**config.mk**
```make
export PLATFORM = sky130hd
export DESIGN_NAME = pvcrd_front
export DESIGN_NICKNAME = d
export VERILOG_FILES = /design/src/hdl/pvc_program_rom_descramble_core_defines.svh /design/src/hdl/pvcrd_pkg.sv /design/src/hdl/pvcrd_front.sv
export SDC_FILE = /design/constraint.sdc
export NUM_CORES = 1
export LEC_CHECK = 0
export BUFFER_PORTS_ARGS = -buffer_cell sky130_fd_sc_hd__buf_2
export CAP_MARGIN = 20
export CORE_UTILIZATION = 50
export CTS_BUF_LIST = sky130_fd_sc_hd__clkbuf_4
export CTS_CLUSTER_DIAMETER = 40
export DETAILED_ROUTE_END_ITERATION = 16
export PLACE_DENSITY_LB_ADDON = 0.08
export SKIP_CTS_REPAIR_TIMING = 1
export SYNTH_ARGS = -nofsm -noshare
export SYNTH_HDL_FRONTEND = slang
export SYNTH_SLANG_ARGS = --single-unit
export TNS_END_PERCENT = 30
```
**constraint.sdc**
```tcl
create_clock -name clock -period 4.1 [get_ports clock]
set_clock_uncertainty 0.05 [all_clocks]
set_input_delay 0.82 -clock clock [delete_from_list [all_inputs] [get_ports clock]]
set_output_delay 0.82 -clock clock [all_outputs]
set_load 0.1 [all_outputs]
```
**src/hdl/pvc_program_rom_descramble_core_defines.svh**
```systemverilog
// assertion macros used by the descrambler back end
`ifndef PVC_PROGRAM_ROM_DESCRAMBLE_CORE_DEFINES_SVH
`define PVC_PROGRAM_ROM_DESCRAMBLE_CORE_DEFINES_SVH

// same-cycle implication
`define PVCRD_ASSERT_NOW(label, clk, rst, ante, cons, msg) \
   label: assert property (@(posedge clk) disable iff (rst) (ante) |-> (cons)) \
      else $error(msg);

// next-cycle implication
`define PVCRD_ASSERT_NEXT(label, clk, rst, ante, cons, msg) \
   label: assert property (@(posedge clk) disable iff (rst) (ante) |=> (cons)) \
      else $error(msg);

`endif

```
**src/hdl/pvcrd_pkg.sv**
```systemverilog
package pvcrd_pkg;

   localparam int unsigned IMAGE_BYTES = 9437184;
   localparam int unsigned ADDR_W = 24;
   localparam logic [ADDR_W-1:0] IMAGE_LIMIT = ADDR_W'(IMAGE_BYTES);
   localparam logic [ADDR_W-1:0] REGION_BYTES = 24'h100000;
   localparam logic [ADDR_W-1:0] TOP_BASE = 24'h800000;
   localparam logic [ADDR_W-1:0] PARTNER_BASE = 24'h100002;
   localparam logic [ADDR_W-1:0] BLOCK_BYTES = 24'h010000;
   localparam logic [ADDR_W-1:0] NIBBLE_FLIP_REG = 24'h000800;
   localparam logic [ADDR_W-1:0] NIBBLE_FLIP_HOME = 24'h000400;

   localparam logic [7:0] PAD_LOW [32] = '{
      8'h3b, 8'h6a, 8'hf7, 8'hb7, 8'he8, 8'ha9, 8'h20, 8'h99, 8'h9f, 8'h39, 8'h34, 8'h0c,
      8'hc3, 8'h9a, 8'ha5, 8'hc8, 8'hb8, 8'h18, 8'hce, 8'h56, 8'h94, 8'h44, 8'he3, 8'h7a,
      8'hf7, 8'hdd, 8'h42, 8'hf0, 8'h18, 8'h60, 8'h92, 8'h9f};
   localparam logic [7:0] PAD_MID_REG [32] = '{
      8'h2f, 8'h02, 8'h60, 8'hbb, 8'h77, 8'h01, 8'h30, 8'h08, 8'hd8, 8'h01, 8'ha0, 8'hdf,
      8'h37, 8'h0a, 8'hf0, 8'h65, 8'h28, 8'h03, 8'hd0, 8'h23, 8'hd3, 8'h03, 8'h70, 8'h42,
      8'hbb, 8'h06, 8'hf0, 8'h28, 8'hba, 8'h0f, 8'hf0, 8'h7a};
   localparam logic [7:0] PAD_MID_HOME [32] = '{
      8'h2b, 8'h09, 8'hd0, 8'h7f, 8'h51, 8'h0b, 8'h10, 8'h4c, 8'h5b, 8'h07, 8'h70, 8'h9d,
      8'h3e, 8'h0b, 8'hb0, 8'hb6, 8'h54, 8'h09, 8'he0, 8'hcc, 8'h3d, 8'h0d, 8'h80, 8'h99,
      8'h87, 8'h03, 8'h90, 8'h82, 8'hfe, 8'h04, 8'h20, 8'h18};

   typedef enum logic [2:0] {
      OP_LOAD,
      OP_ZERO,
      OP_SINGLE,
      OP_PARTNER,
      OP_SWAP
   } pvcrd_op_type;

   typedef struct packed {
      pvcrd_op_type      op;
      logic [ADDR_W-1:0] addr0;
      logic [ADDR_W-1:0] addr1;
      logic [7:0]        pad0;
      logic [7:0]        pad1;
      logic [7:0]        load_data;
      logic              hi_sel;
      logic              home;
   } pvcrd_entry_type;

   function automatic logic [7:0] mid_pad(input logic [ADDR_W-1:0] addr, input logic home);
      logic [4:0] k;
      k = addr[4:0] ^ 5'd1;
      return home ? PAD_MID_HOME[k] : PAD_MID_REG[k];
   endfunction

   function automatic logic [15:0] swap_word(input logic [15:0] w, input logic home);
      logic [15:0] r;
      r = w & 16'hf00f;
      if (home) begin
         r[11] = w[10]; r[10] = w[11]; r[9] = w[8]; r[8] = w[9];
         r[7]  = w[6];  r[6]  = w[7];  r[5] = w[4]; r[4] = w[5];
      end else begin
         r[11] = w[5];  r[10] = w[4];  r[9] = w[7]; r[8] = w[6];
         r[7]  = w[9];  r[6]  = w[8];  r[5] = w[11]; r[4] = w[10];
      end
      return r;
   endfunction

endpackage

```
**src/hdl/pvcrd_front.sv**
```systemverilog
module pvcrd_front (
   input  logic                    clock,
   input  logic                    reset,
   input  logic                    req_valid,
   output logic                    req_ready,
   input  logic                    req_mode,
   input  logic [23:0]             req_address,
   input  logic [7:0]              req_load_byte,
   input  logic                    csr_wr_en,
   input  logic                    csr_wr_data,
   input  logic                    q_full,
   output logic                    q_push,
   output pvcrd_pkg::pvcrd_entry_type q_entry
);
   import pvcrd_pkg::*;

   logic home_ff, home_in;

   always_comb begin
      home_in = csr_wr_en ? csr_wr_data : home_ff;
   end

   always_ff @(posedge clock) begin
      if (reset) begin
         home_ff <= 1'b0;
      end else begin
         home_ff <= home_in;
      end
   end

   always_comb begin
      logic              in_range;
      logic [3:0]        blk;
      logic [3:0]        nb;
      logic [ADDR_W-1:0] b;
      logic [7:0]        m;
      logic [7:0]        nm;
      logic [ADDR_W-1:0] flip;
      logic [ADDR_W-1:0] s;
      logic [ADDR_W-1:0] g;

      in_range = req_address < IMAGE_LIMIT;
      blk = req_address[19:16];
      nb = {home_ff ? blk[1] : blk[0], home_ff ? blk[0] : blk[1], blk[2], blk[3]};
      if (req_address[23:20] == 4'h1) begin
         b = req_address + (TOP_BASE - REGION_BYTES);
      end else begin
         b = req_address - REGION_BYTES;
      end
      m = b[19:12];
      if (home_ff) begin
         nm = {m[6], m[7], m[4], m[5], m[0], m[1], m[3], m[2]};
      end else begin
         nm = {m[4], m[5], m[6], m[7], m[1], m[0], m[3], m[2]};
      end
      flip = home_ff ? NIBBLE_FLIP_HOME : NIBBLE_FLIP_REG;
      if (req_address < REGION_BYTES) begin
         s = {4'h0, nb, 16'h0000} | (req_address & (BLOCK_BYTES - 24'd1));
      end else begin
         s = (b & 24'hf000ff) | ((b & 24'h000f00) ^ flip) | {4'h0, nm, 12'h000};
      end
      g = {s[23:2], 2'b00};

      q_entry = '0;
      q_entry.home = home_ff;
      q_entry.load_data = req_load_byte;
      q_entry.addr0 = s;
      priority if (!req_mode) begin
         q_entry.op = OP_LOAD;
         q_entry.addr0 = req_address;
      end else if (!in_range) begin
         q_entry.op = OP_ZERO;
         q_entry.addr0 = '0;
      end else if (s < REGION_BYTES) begin
         q_entry.op = OP_SINGLE;
         q_entry.pad0 = PAD_LOW[s[4:0] ^ 5'd1];
      end else if (s >= TOP_BASE) begin
         q_entry.op = OP_PARTNER;
         q_entry.addr1 = PARTNER_BASE | (s & (REGION_BYTES - 24'd1));
      end else if (s[1:0] == 2'd1 || s[1:0] == 2'd2) begin
         q_entry.op = OP_SINGLE;
         q_entry.pad0 = mid_pad(s, home_ff);
      end else begin
         q_entry.op = OP_SWAP;
         q_entry.addr0 = g;
         q_entry.addr1 = g | 24'd3;
         q_entry.pad0 = mid_pad(g, home_ff);
         q_entry.pad1 = mid_pad(g | 24'd3, home_ff);
         q_entry.hi_sel = s[1:0] == 2'd3;
      end

      req_ready = !q_full;
      // loads beyond the image are dropped here
      q_push = req_valid && req_ready && (req_mode || in_range);
   end

endmodule

```
==> run_results.csv <==
group,metric,value,unit
status,status,"finished clean",
pwr,power.net_switching,0.000581,W
timing,fin_crit_sh,98.8,%
global_routing,gr-total-overflow,0,
detailed_routing,avgViaCountPerCell,6.40,
die,initial_core_util,53.2,%
final_layout,design_area,3970,um^2
die,die_w,73.6,um
synth,synth-seq-area-share,0.781,%
global_routing,antenna_found_initial,0,
pwr,pwr-share-comb,98.4,%
pwr,p_leak,1.73,nW
timing,drv_slew,0,
die,die_area,5420,um^2
synth,synth_edf_count,0,
global_routing,grt_pass1_wl,16.5,mm
critical_path,critPathKind,"primary input to primary output",
placement,io_buffers,96,
pwr,switching_share,69.0,%
timing,setup_viol,0,
timing,slew-limit-headroom,57.2,%
synth,syn_area_per_cell,6.24,um^2
clocking,cts.clk_slew.worst_paths,0,ns
die,rows,25,
placement,gp_congestion,1.02,
timing,rsz0062_at_grt,"true",
detailed_routing,drtIter0Drc,490,
detailed_routing,drc,0,
pwr,p_per_area,212,nW/um^2
synth,ys_top_cells_by_area,"ha_1, a21oi_1, nand2_1, o21ai_0, buf_4",
die,core_area,4820,um^2
pwr,clkPwrFrac,0,%
die,fp.dieH,73.6,um
timing,hold_slack,0.935,ns
detailed_routing,drt_first_pass_iters,6,
synth,synth-seq-cells,1,
clocking,clkLatencyLatePin,0,ns
detailed_routing,wl_per_cell,18.6,um
worst_hold_path,hp-class,"primary input to register",
timing,setup_ws,0.0506,ns
final_layout,largest_reg_flops,1,
final_layout,largestRegisters,"home_ff (1)",
critical_path,worstPathRequired,3.23,ns
final_layout,fin_nets,562,
pwr,p_int,0.000261,W
synth,synthArstFlopShare,0,%
synth,yosysUniqueCellTypes,65,
global_routing,grt_usage,38.4,%
final_layout,n_antenna_cell,0,
timing,tightest_slew,0.642,ns
critical_path,critPathMaxFanout,24,
final_layout,final_util,82.5,%
timing,fin_crit,4.05,ns
run,max_cap_violations,0,
pwr,seqPwrFrac,1.6,%
detailed_routing,dr_total_vias,3649,
critical_path,worstSetupEndpointType,"primary output",
global_routing,grt_pass1_vias,3260,
placement,dp_hpwl,8.19,mm
synth,syn_inst,411,
timing,finalHoldViolCount,0,
global_routing,grt_start_max_net_pins,28,
detailed_routing,drt-total-wl,10.6,mm
final_layout,drive_gt1_share,34.6,%
synth,ys.warnings.count,0,
final_layout,area_growth,55.0,%
detailed_routing,ant_nets,0,
placement,placed_cell_area,3970,um^2
synth,synth.cell_area,2560,um^2
timing,setup_tns,0,ns
placement,dp_slack,0.00209,ns
synth,yosys.area.top_type,"ha_1",
die,ios,118,
critical_path,startpoint_type,"primary input",
critical_path,arrival,3.18,ns
timing,clock.fmax,247,MHz
synth,synth-main-ff-cell,"dfxtp_1",
synth,synth_top_area_share,8.78,%
final_layout,top_register,"home_ff",
pwr,peakVddDrop,148,uV
-- cell type report --
cell class	count	area [um^2]
Fill cell	333	845
Inverter	19	71.3
Multi-Input combinational cell	345	2300
Sequential cell	1	20.0
Tap cell	67	83.8
Timing Repair Buffer	138	1500
-- stage by stage --
stage	cells	total power, W
2_1_floorplan	415	0.000615
3_3_place_gp	570	0.000817
3_5_place_dp	570	0.000827
4_1_cts	570	0.000829
5_1_grt	570	0.000872
6_report	570	0.000841
-- logic make-up after synthesis --
family          Yosys count  synth area share, %
simple gates            160                 31.3
other cells               1                0.146
fa+ha+maj                18                 8.78
flops                     1                0.781
compound gates          149                 39.5
buf+inv                  69                 14.2
xor+xnor                  4                 1.37
mux                       9                 4.00
-- path summary, 6_finish.rpt --
path / start / to / slack (ns) / cells past startpoint
worst max-delay path: req_address[2] / q_entry[21] / 0.05 / 8
worst min-delay path: reset / home_ff / 0.93 / 2
worst max register to register: home_ff / home_ff / 2.63 / 3
worst min register to register: home_ff / home_ff / 1.07 / 3
-- critical path, cell delays in order --
cell and delay, ns:
buf_2 0.35, inv_1 0.39, ha_1 0.37, nand2_1 0.17
a211oi_1 0.12, or4_1 0.57, a21oi_4 0.19, buf_12 0.19
-- cell usage after synthesis (all sizes together) (2+ instances only) --
cell / instances
a221oi: 2
nor2: 38
buf: 36
nand3: 15
nor4: 2
inv: 19
mux2i: 8
nand2: 47
and3: 3
a2111oi: 3
or3: 3
o21ai: 32
nand4: 3
o2111ai: 3
o311ai: 2
xor2: 3
o22ai: 6
a211o: 3
a22o: 4
a311oi: 8
ha: 18
a22oi: 2
and2: 15
o211ai: 10
nor3: 13
clkbuf: 14
a31oi: 12
nand2b: 9
nor2b: 9
a21oi: 35
a211oi: 13
-- power by group through the flow --
stage	Clock (W)	Combinational [W]	Sequential (W)
after CTS	0	0.000816	0.0000134
after global routing	0	0.000858	0.0000136
after detailed placement	0	0.000814	0.0000134
after global placement	0	0.000803	0.0000133
final	0	0.000828	0.0000135
after floorplan	0	0.000604	0.0000112
-- layout by cell type (no fill, tap or decap), types with 10 or more instances in the layout --
cell type / count
buf_2: 50
buf_12: 47
nand2_1: 45
buf_4: 41
a21oi_1: 33
o21ai_0: 32
nor2_1: 28
ha_1: 18
inv_1: 16
and2_1: 15
nand3_1: 15
nor3_1: 12
a31oi_1: 12
o211ai_1: 10
a211oi_1: 10
-- routing by layer --
layer	up-vias	GRT usage [%]	wire, um	share of wire (%)
li1	1675	-	-	-
met1	1656	51.1	4220	40
met2	284	64.1	5010	47
met3	34	6.17	1120	11
met4	0	9.62	259	2.4
met5	-	0	0	0
No activity file was read; power rests on OpenSTA's default activity.
