### config.mk
export PLATFORM = sky130hd
export DESIGN_NAME = pvcrd_queue
export DESIGN_NICKNAME = d
export VERILOG_FILES = /design/src/hdl/pvc_program_rom_descramble_core_defines.svh /design/src/hdl/pvcrd_pkg.sv /design/src/hdl/pvcrd_queue.sv
export SDC_FILE = /design/constraint.sdc
export NUM_CORES = 1
export LEC_CHECK = 0
export BUFFER_PORTS_ARGS = -buffer_cell sky130_fd_sc_hd__buf_2
export CAP_MARGIN = 20
export CORE_UTILIZATION = 56
export CTS_CLUSTER_DIAMETER = 40
export CTS_CLUSTER_SIZE = 40
export DETAILED_ROUTE_END_ITERATION = 12
export PLACE_DENSITY = 0.95
export SKIP_LAST_GASP = 1
export SLEW_MARGIN = 20
export SYNTH_ARGS = -nofsm -noshare
export SYNTH_HDL_FRONTEND = slang
export SYNTH_SLANG_ARGS = --single-unit
### constraint.sdc
create_clock -name clock -period 7.9 [get_ports clock]
set_input_delay 1.975 -clock clock [delete_from_list [all_inputs] [get_ports clock]]
set_output_delay 1.975 -clock clock [all_outputs]
set_load 0.01 [all_outputs]
### src/hdl/pvc_program_rom_descramble_core_defines.svh
// assertion macros used by the descrambler back end
`ifndef PVC_PROGRAM_ROM_DESCRAMBLE_CORE_DEFINES_SVH
`define PVC_PROGRAM_ROM_DESCRAMBLE_CORE_DEFINES_SVH

// same-cycle implication
`define PVCRD_ASSERT_NOW(label, clk, rst, ante, cons, msg) \
   label: assert property (@(posedge clk) disable iff (rst) (ante) |-> (cons)) \
      else $error(msg);

// next-cycle implication
`define PVCRD_ASSERT_NEXT(label, clk, rst, ante, cons, msg) \
   label: assert property (@(posedge clk) disable iff (rst) (ante) |=> (cons)) \
      else $error(msg);

`endif

### src/hdl/pvcrd_pkg.sv
package pvcrd_pkg;

   localparam int unsigned IMAGE_BYTES = 9437184;
   localparam int unsigned ADDR_W = 24;
   localparam logic [ADDR_W-1:0] IMAGE_LIMIT = ADDR_W'(IMAGE_BYTES);
   localparam logic [ADDR_W-1:0] REGION_BYTES = 24'h100000;
   localparam logic [ADDR_W-1:0] TOP_BASE = 24'h800000;
   localparam logic [ADDR_W-1:0] PARTNER_BASE = 24'h100002;
   localparam logic [ADDR_W-1:0] BLOCK_BYTES = 24'h010000;
   localparam logic [ADDR_W-1:0] NIBBLE_FLIP_REG = 24'h000800;
   localparam logic [ADDR_W-1:0] NIBBLE_FLIP_HOME = 24'h000400;

   localparam logic [7:0] PAD_LOW [32] = '{
      8'h3b, 8'h6a, 8'hf7, 8'hb7, 8'he8, 8'ha9, 8'h20, 8'h99, 8'h9f, 8'h39, 8'h34, 8'h0c,
      8'hc3, 8'h9a, 8'ha5, 8'hc8, 8'hb8, 8'h18, 8'hce, 8'h56, 8'h94, 8'h44, 8'he3, 8'h7a,
      8'hf7, 8'hdd, 8'h42, 8'hf0, 8'h18, 8'h60, 8'h92, 8'h9f};
   localparam logic [7:0] PAD_MID_REG [32] = '{
      8'h2f, 8'h02, 8'h60, 8'hbb, 8'h77, 8'h01, 8'h30, 8'h08, 8'hd8, 8'h01, 8'ha0, 8'hdf,
      8'h37, 8'h0a, 8'hf0, 8'h65, 8'h28, 8'h03, 8'hd0, 8'h23, 8'hd3, 8'h03, 8'h70, 8'h42,
      8'hbb, 8'h06, 8'hf0, 8'h28, 8'hba, 8'h0f, 8'hf0, 8'h7a};
   localparam logic [7:0] PAD_MID_HOME [32] = '{
      8'h2b, 8'h09, 8'hd0, 8'h7f, 8'h51, 8'h0b, 8'h10, 8'h4c, 8'h5b, 8'h07, 8'h70, 8'h9d,
      8'h3e, 8'h0b, 8'hb0, 8'hb6, 8'h54, 8'h09, 8'he0, 8'hcc, 8'h3d, 8'h0d, 8'h80, 8'h99,
      8'h87, 8'h03, 8'h90, 8'h82, 8'hfe, 8'h04, 8'h20, 8'h18};

   typedef enum logic [2:0] {
      OP_LOAD,
      OP_ZERO,
      OP_SINGLE,
      OP_PARTNER,
      OP_SWAP
   } pvcrd_op_type;

   typedef struct packed {
      pvcrd_op_type      op;
      logic [ADDR_W-1:0] addr0;
      logic [ADDR_W-1:0] addr1;
      logic [7:0]        pad0;
      logic [7:0]        pad1;
      logic [7:0]        load_data;
      logic              hi_sel;
      logic              home;
   } pvcrd_entry_type;

   function automatic logic [7:0] mid_pad(input logic [ADDR_W-1:0] addr, input logic home);
      logic [4:0] k;
      k = addr[4:0] ^ 5'd1;
      return home ? PAD_MID_HOME[k] : PAD_MID_REG[k];
   endfunction

   function automatic logic [15:0] swap_word(input logic [15:0] w, input logic home);
      logic [15:0] r;
      r = w & 16'hf00f;
      if (home) begin
         r[11] = w[10]; r[10] = w[11]; r[9] = w[8]; r[8] = w[9];
         r[7]  = w[6];  r[6]  = w[7];  r[5] = w[4]; r[4] = w[5];
      end else begin
         r[11] = w[5];  r[10] = w[4];  r[9] = w[7]; r[8] = w[6];
         r[7]  = w[9];  r[6]  = w[8];  r[5] = w[11]; r[4] = w[10];
      end
      return r;
   endfunction

endpackage

### src/hdl/pvcrd_queue.sv
module pvcrd_queue (
   input  logic                       clock,
   input  logic                       reset,
   input  logic                       push,
   input  pvcrd_pkg::pvcrd_entry_type push_entry,
   input  logic                       pop,
   output logic                       full,
   output logic                       head_valid,
   output pvcrd_pkg::pvcrd_entry_type head
);
   import pvcrd_pkg::*;

   pvcrd_entry_type slot_ff [2];
   logic            wr_ptr_ff, wr_ptr_in;
   logic            rd_ptr_ff, rd_ptr_in;
   logic [1:0]      count_ff, count_in;

   always_comb begin
      full = count_ff == 2'd2;
      head_valid = count_ff != 2'd0;
      head = slot_ff[rd_ptr_ff];
      wr_ptr_in = push ? !wr_ptr_ff : wr_ptr_ff;
      rd_ptr_in = pop ? !rd_ptr_ff : rd_ptr_ff;
      count_in = count_ff + {1'b0, push} - {1'b0, pop};
   end

   always_ff @(posedge clock) begin
      if (push) begin
         slot_ff[wr_ptr_ff] <= push_entry;
      end
   end

   always_ff @(posedge clock) begin
      if (reset) begin
         wr_ptr_ff <= 1'b0;
         rd_ptr_ff <= 1'b0;
         count_ff <= 2'd0;
      end else begin
         wr_ptr_ff <= wr_ptr_in;
         rd_ptr_ff <= rd_ptr_in;
         count_ff <= count_in;
      end
   end

endmodule

==> metrics.csv, run 1 <==
stage;metric;value;unit
placed_design;hpwl dp;6485;um
sta;hold slack;0.5233;ns
synthesis;xor/xnor cell area share of the yosys netlist;0.6787;%
cells_and_area;layout cells sized above 1;60.36;%
power_and_ir_drop;Power Density;276.4;nW/um^2
floorplanning;die area;10950;um^2
worst_setup_path;Crit path max-delay family;flip-flops;
clocking;root buf cell;clkbuf_8;
grt;largest net degree at the start of global routing;78;
sta;# setup viols final;0;
floorplanning;Die X;104.6;um
worst_setup_path;CP Buf/Inv Count;2;
routing;Vias/cell;5.090;
clocking;setup repair bufs after CTS;0;
power_and_ir_drop;Tot Pwr;0.002059;W
clocking;post-cts sizing count;0;
clocking;TritonCTS clock tree;yes;
synthesis;Mapped Area;5899;um^2
sta;Slew headroom;29.39;%
sta;RSZ-0062 raised after global routing;no;
synthesis;largest family of logic cells by synthesized area;multiplexers;
clocking;Clock transition at path regs;0.06;ns
floorplanning;Core ar.;10280;um^2
floorplanning;Die Y;104.6;um
routing;DR DRC count;0;
floorplanning;row cnt;37;
synthesis;Synth Area in Compound Gates;0;%
cells_and_area;flip-flop and latch area;4728;um^2
synthesis;mux contribution to synthesized area;16.61;%
power_and_ir_drop;P_leak;2.895;nW
synthesis;Mapped Avg Cell Area;22.60;um^2
cells_and_area;commonest cells after routing, fill and taps aside;buf_2 (159), edfxtp_1 (154), mux2_2 (47), mux2_4 (30), clkbuf_16 (16);
routing;post-route ant nets;0;
synthesis;synth top area cells;edfxtp_1 (78%), mux2_2 (9.0%), mux2_4 (7.6%), dfxtp_1 (1.7%), buf_6 (0.95%);
worst_setup_path;Req. time, crit path;5.93;ns
worst_setup_path;Worst Path Arrival;2.03;ns
worst_setup_path;CP startpoint kind;flip-flop;
sta;Hold Violations, Final;0;
clocking;Num Clock Sinks;159;
synthesis;Yosys top cell area share;78.39;%
hold_path;Min-Delay Path Class;reg2reg;
routing;Vias;2952;
clocking;H-tree levels;4;
sta;Final Cycle Share;50.71;%
grt;GRT overflow;0;
cells_and_area;Multi-input gate area;1101;um^2
synthesis;Post-Synth Simple-Gate Area;0.7847;%
grt;vias in the first global route;3169;
synthesis;Adder-Cell Fraction of Synth Area;0.4242;%
sta;clk_skew;0.004916;ns
sta;setup TNS;0;ns
synthesis;post-synthesis cell count;261;
worst_setup_path;Critical Path End Type;output pin;
cells_and_area;synthesis-to-finish area growth;26.30;%
worst_setup_path;critical path class;reg2out;
cells_and_area;final-layout fill cell count;653;
cells_and_area;final core occ;72.50;%
worst_setup_path;crit-path max FO;52;
outcome;status;finished, final reports clean;
placed_design;Routability Congestion;0.6708;
synthesis;Yosys cell types;14;
sta;f_max;0.2496;GHz
floorplanning;initial core utilization;57.40;%
power_and_ir_drop;Worst IR Drop VDD;0.1617;mV
cells_and_area;number of diodes;0;
synthesis;area leader, netlist;edfxtp_1;
worst_setup_path;CP peak stage delay;0.62;ns
sta;actual slew at the worst max-slew pin;1.057;ns
grt;GRT Util Overall;18.76;%
routing;DR pass1 iterations;4;
grt;first-pass GRT wire length;15010;um
sta;Final Max Slew Viols;0;
routing;initial DRC count;169;
routing;final wirelength;9996;um
clocking;number of buffers created by CTS;17;
routing;WL per Instance;17.23;um
clocking;Clk Latency, worst-skew pair;0.52;ns
cells_and_area;commonest non-fill, non-tap cell in the layout;buf_2;
worst_setup_path;Critical-path top delay cell;dfxtp_4;
cells_and_area;Nets;515;
synthesis;register area share after synthesis;80.08;%
clocking;Longest Clk Path Bufs;2;
worst_setup_path;crit-path cells;buf_16, mux2_2, buf_2;
grt;initial antenna violation count;0;
synthesis;Mapped Nets;344;
sta;Period minus WS final;4.006;ns
clocking;Hold Buf Count CTS;0;
synthesis;post-synthesis register bit count;159;
floorplanning;num ports;160;
synthesis;YS warnings;0;
placed_design;Port Buffers;159;
flow_run;Max Cap Viol;0;
## worst register-to-register path: cells and delay by family, from the launching register on
| kind | cells | cell delay (ns) |
|---|---|---|
| buf+inv | 1 | 0.61 |
| flops | 1 | 0.35 |
| simple gates | 1 | 0.83 |
## final timing paths
path / slack [ns] / cells past startpoint / startpoint / endpoint
max: 3.89 / 3 / flip-flop / head[27]
min: 0.52 / 2 / rd_ptr_ff$_SDFFE_PP0P_ / flip-flop
max reg2reg: 5.70 / 2 / wr_ptr_ff$_SDFFE_PP0P_ / slot_ff[0][36]$_DFFE_PP_
min reg2reg: 0.52 / 2 / rd_ptr_ff$_SDFFE_PP0P_ / flip-flop
## registers in the layout, indices dropped and copies added (netlist names), named ones only
signal	cells
count_ff	2
slot_ff	154
wr_ptr_ff	1
rd_ptr_ff	1
## kinds of logic after synthesis
logic type / Yosys count
DFF: 159
muxes: 77
buffers and inverters: 11
and+or+nand+nor: 9
xor gates and xnor gates: 3
adders and majority gates: 2
## layer usage
| layer | routed length (um) | track usage (%) |
|---|---|---|
| met1 | 3786 | 20.26 |
| met2 | 5405 | 33.25 |
| met3 | 599 | 6.301 |
| met4 | 205 | 8.551 |
| met5 | 0 | 0 |
## Yosys cell counts, drive strengths merged
library cell / instances
and2: 1
buf: 9
dfxtp: 5
edfxtp: 154
ha: 2
inv: 2
mux2: 77
nor2: 4
nor2b: 3
or2: 1
xnor2: 2
xnor3: 1
## area by class of cell
cell class                      count  area share (%)
Timing Repair Buffer              161           11.15
Sequential cell                   159           63.46
Tap cell                          136           2.284
Clock inverter                     11           2.519
Clock buffer                       20           5.709
Multi-Input combinational cell     91           14.78
Inverter                            2          0.1008
## per-stage QoR
stage / worst slack [ns] / instances / cell area [um^2]
floorplan: 2.033 / 261 / 5899
global placement: 3.941 / 548 / 6810
detailed placement: 3.889 / 548 / 6810
CTS: 3.639 / 579 / 7423
global route: 3.786 / 580 / 7451
finish: 3.894 / 580 / 7451
## power breakdown
group          switching, W  internal [W]  total, W
registers         0.0000211      0.000986   0.00101
logic              0.000103      0.000110  0.000213
clock network      0.000297      0.000542  0.000839
Power figures use the tool's default switching activity.
==> run 2: changes to the inputs <==
--- a/config.mk
+++ b/config.mk
@@ -5,13 +5,14 @@
 export SDC_FILE = /design/constraint.sdc
 export NUM_CORES = 1
 export LEC_CHECK = 0
+export ABC_AREA = 1
 export BUFFER_PORTS_ARGS = -buffer_cell sky130_fd_sc_hd__buf_2
 export CAP_MARGIN = 20
-export CORE_UTILIZATION = 56
+export CORE_UTILIZATION = 52
 export CTS_CLUSTER_DIAMETER = 40
 export CTS_CLUSTER_SIZE = 40
 export DETAILED_ROUTE_END_ITERATION = 12
-export PLACE_DENSITY = 0.95
+export PLACE_DENSITY = 0.91
 export SKIP_LAST_GASP = 1
 export SLEW_MARGIN = 20
 export SYNTH_ARGS = -nofsm -noshare
==> constraint.sdc (replaced) <==
create_clock -name clock -period 3.7 [get_ports clock]
set_input_delay 0.925 -clock clock [delete_from_list [all_inputs] [get_ports clock]]
set_output_delay 0.925 -clock clock [all_outputs]
set_load 0.01 [all_outputs]
==> run 2 against run 1 <==
Setup slack lost 3.1 ns. Combinational power up 97%. Flip-flop and latch count did not move. Non-clock buffer count is 5 higher. Area after synthesis grew 0.28%. Clock skew up 0.00058 ns. Total power increased by 100%. First-iteration DRC count shrank 38%. Sequential power rose by 110%. Design area shrank 0.18%. Synthesized cell count rose by 3.8%. Largest cell class unchanged.
==> metrics.csv, run 2 <==
stage;metric;value;unit
sta;Period minus WS final;2.934;ns
worst_setup_path;critical path class;reg2out;
cells_and_area;max reg flops;154;
synthesis;Mapped Avg Cell Area;21.83;um^2
power_and_ir_drop;Tot Pwr;0.004170;W
cells_and_area;biggest regs;slot_ff (154), count_ff (2);
routing;final wirelength;9969;um
synthesis;post-synthesis cell count;271;
sta;actual slew at the worst max-slew pin;0.5866;ns
routing;Vias;2977;
grt;vias in the first global route;3121;
cells_and_area;commonest non-fill, non-tap cell in the layout;buf_2;
routing;initial DRC count;105;
floorplanning;Core ar.;10980;um^2
routing;post-route ant nets;0;
routing;DR DRC count;0;
floorplanning;initial core utilization;53.86;%
clocking;TritonCTS clock tree;yes;
synthesis;number of flops mapped to enable cells by yosys;154;
floorplanning;die area;11810;um^2
synthesis;area leader, netlist;edfxtp_1;
cells_and_area;most flop-heavy register;slot_ff;
clocking;number of buffers created by CTS;17;
power_and_ir_drop;Power Density;560.7;nW/um^2
worst_setup_path;Critical Path End Type;output pin;
clocking;Clk Latency, worst-skew pair;0.41;ns
sta;hold slack;0.5122;ns
synthesis;post-synthesis register bit count;159;
placed_design;hpwl dp;6827;um
synthesis;YS warnings;0;
hold_path;hold path depth;2;
placed_design;Routability Congestion;0.7000;
hold_path;Min-Delay Path Class;reg2reg;
placed_design;Port Buffers;159;
cells_and_area;Nets;530;
routing;WL per Instance;16.59;um
clocking;H-tree levels;4;
synthesis;synth top area cells;edfxtp_1 (78%), mux2_2 (8.9%), mux2_4 (7.6%), dfxtp_1 (1.7%), buf_8 (0.76%);
sta;min setup slack post-route;0.7663;ns
synthesis;count leader, synth;edfxtp_1;
cells_and_area;layout cells sized above 1;59.13;%
worst_setup_path;R2R Setup Slk;2.06;ns
routing;Vias/cell;4.953;
cells_and_area;commonest cells after routing, fill and taps aside;buf_2 (159), edfxtp_1 (154), mux2_2 (47), mux2_4 (30), clkbuf_16 (17);
power_and_ir_drop;P_leak;2.904;nW
floorplanning;Die X;108.7;um
worst_setup_path;RR Endpoint;slot_ff[0][8]$_DFFE_PP_;
sta;setup TNS;0;ns
worst_setup_path;worst flop-to-flop path startpoint;wr_ptr_ff$_SDFFE_PP0P_;
sta;Final Max Slew Viols;0;
flow_run;Max Cap Viol;0;
worst_setup_path;Req. time, crit path;2.77;ns
sta;# setup viols final;0;
synthesis;Yosys cell types;15;
synthesis;Yosys top cell area share;78.17;%
grt;first-pass GRT wire length;14710;um
cells_and_area;synthesis-to-finish area growth;25.72;%
clocking;Longest Clk Path Bufs;2;
sta;f_max;0.3409;GHz
power_and_ir_drop;Worst IR Drop VDD;0.3348;mV
hold_path;end of the worst hold path;rd_ptr_ff$_SDFFE_PP0P_;
sta;Slew headroom;60.80;%
worst_setup_path;Worst Path Arrival;2.01;ns
sta;Final Cycle Share;79.29;%
synthesis;register area share after synthesis;79.86;%
clocking;Clock transition at path regs;0.06;ns
sta;RSZ-0062 raised after global routing;no;
outcome;status;finished, final reports clean;
floorplanning;num ports;160;
synthesis;Commonest cells post-synth;edfxtp_1 (154), mux2_2 (47), mux2_4 (30);
floorplanning;Die Y;108.7;um
synthesis;Post-synth ARST share;0;%
worst_setup_path;Worst R2R Path Depth;2;
clocking;Num Clock Sinks;159;
grt;GRT Util Overall;17.45;%
hold_path;hold path startpoint;rd_ptr_ff$_SDFFE_PP0P_;
placed_design;Post-Place Worst Slack;1.171;ns
floorplanning;row cnt;38;
sta;Hold Violations, Final;0;
synthesis;Mapped Nets;354;
clocking;root buf cell;clkbuf_16;
sta;clk_skew;0.005501;ns
grt;initial antenna violation count;2;
grt;GRT overflow;0;
synthesis;Top FF cell, synth;edfxtp_1;
clocking;setup repair bufs after CTS;0;
worst_setup_path;CP startpoint kind;flip-flop;
routing;DR pass1 iterations;6;
synthesis;Mapped Area;5916;um^2
clocking;Hold Buf Count CTS;0;
grt;largest net degree at the start of global routing;38;
clocking;post-cts sizing count;0;
worst_setup_path;crit-path max FO;37;
==> run 2: cell types whose count changed after synthesis, sizes merged, moves of 3 or more <==
cell,previous run,this run
nor2b,3,0
nor2,4,7
nand2,0,5
inv,2,8
==> run 2: critical path, stage by stage (launching register included) <==
cell and delay (ns):
dfxtp_4 0.73, buf_4 0.35, mux2_2 0.37, buf_2 0.14
==> run 2: per-stage QoR <==
step | instances | utilization (%) | area (um^2)
after floorplan | 271 | - | 5918
after global placement | 568 | 62.61 | 6877
after detailed placement | 568 | 62.61 | 6877
after CTS | 600 | 67.69 | 7435
after global routing | 601 | 67.71 | 7437
final | 601 | 67.71 | 7437
==> run 2: per-layer routing <==
metal | track usage (%) | vias up | share of wire [%]
met1 | 18.84 | 1436 | 39
met3 | 7.113 | 11 | 6.2
met4 | 5.792 | 2 | 0.80
li1 | - | 1412 | -
met2 | 30.97 | 116 | 54
met5 | 0 | - | 0.10
==> run 2: logic make-up after synthesis <==
kind of cell	share of synthesized area, %
adders and majority gates	0.4229
buffers and inverters	1.988
AOI/OAI and AO/OA	0.08452
and+or+nand+nor	0.9306
DFF	79.86
xor gates and xnor gates	0.1481
muxes	16.56
==> run 2: worst max path at each step <==
stage              start                      end  slack (ns)  cells past startpoint
3_5_place_dp   flip-flop                 head[11]        1.17                      3
2_1_floorplan       push  slot_ff[0][0]$_DFFE_PP_        0.33                      2
4_1_cts        flip-flop                 head[11]        0.72                      3
3_3_place_gp   flip-flop                 head[13]        1.18                      3
6_report       flip-flop                  head[2]        0.77                      3
5_1_grt        flip-flop                  head[2]        0.66                      3
==> run 2: layout make-up <==
cell class	count	area, um^2
clock inverters	10	113.9
repair buffers	166	860.8
clock buffers	22	444.2
diodes	1	2.502
inverters	8	31.28
well taps	140	175.2
multi-input cells	95	1081
fillers	752	3546
flip-flops and latches	159	4728
==> run 2: where the power goes <==
group          switching, W  leakage [nW]  internal, W
registers         0.0000414          1.49      0.00209
logic              0.000204          1.15     0.000215
clock network      0.000634         0.262     0.000991
total              0.000879          2.90      0.00329
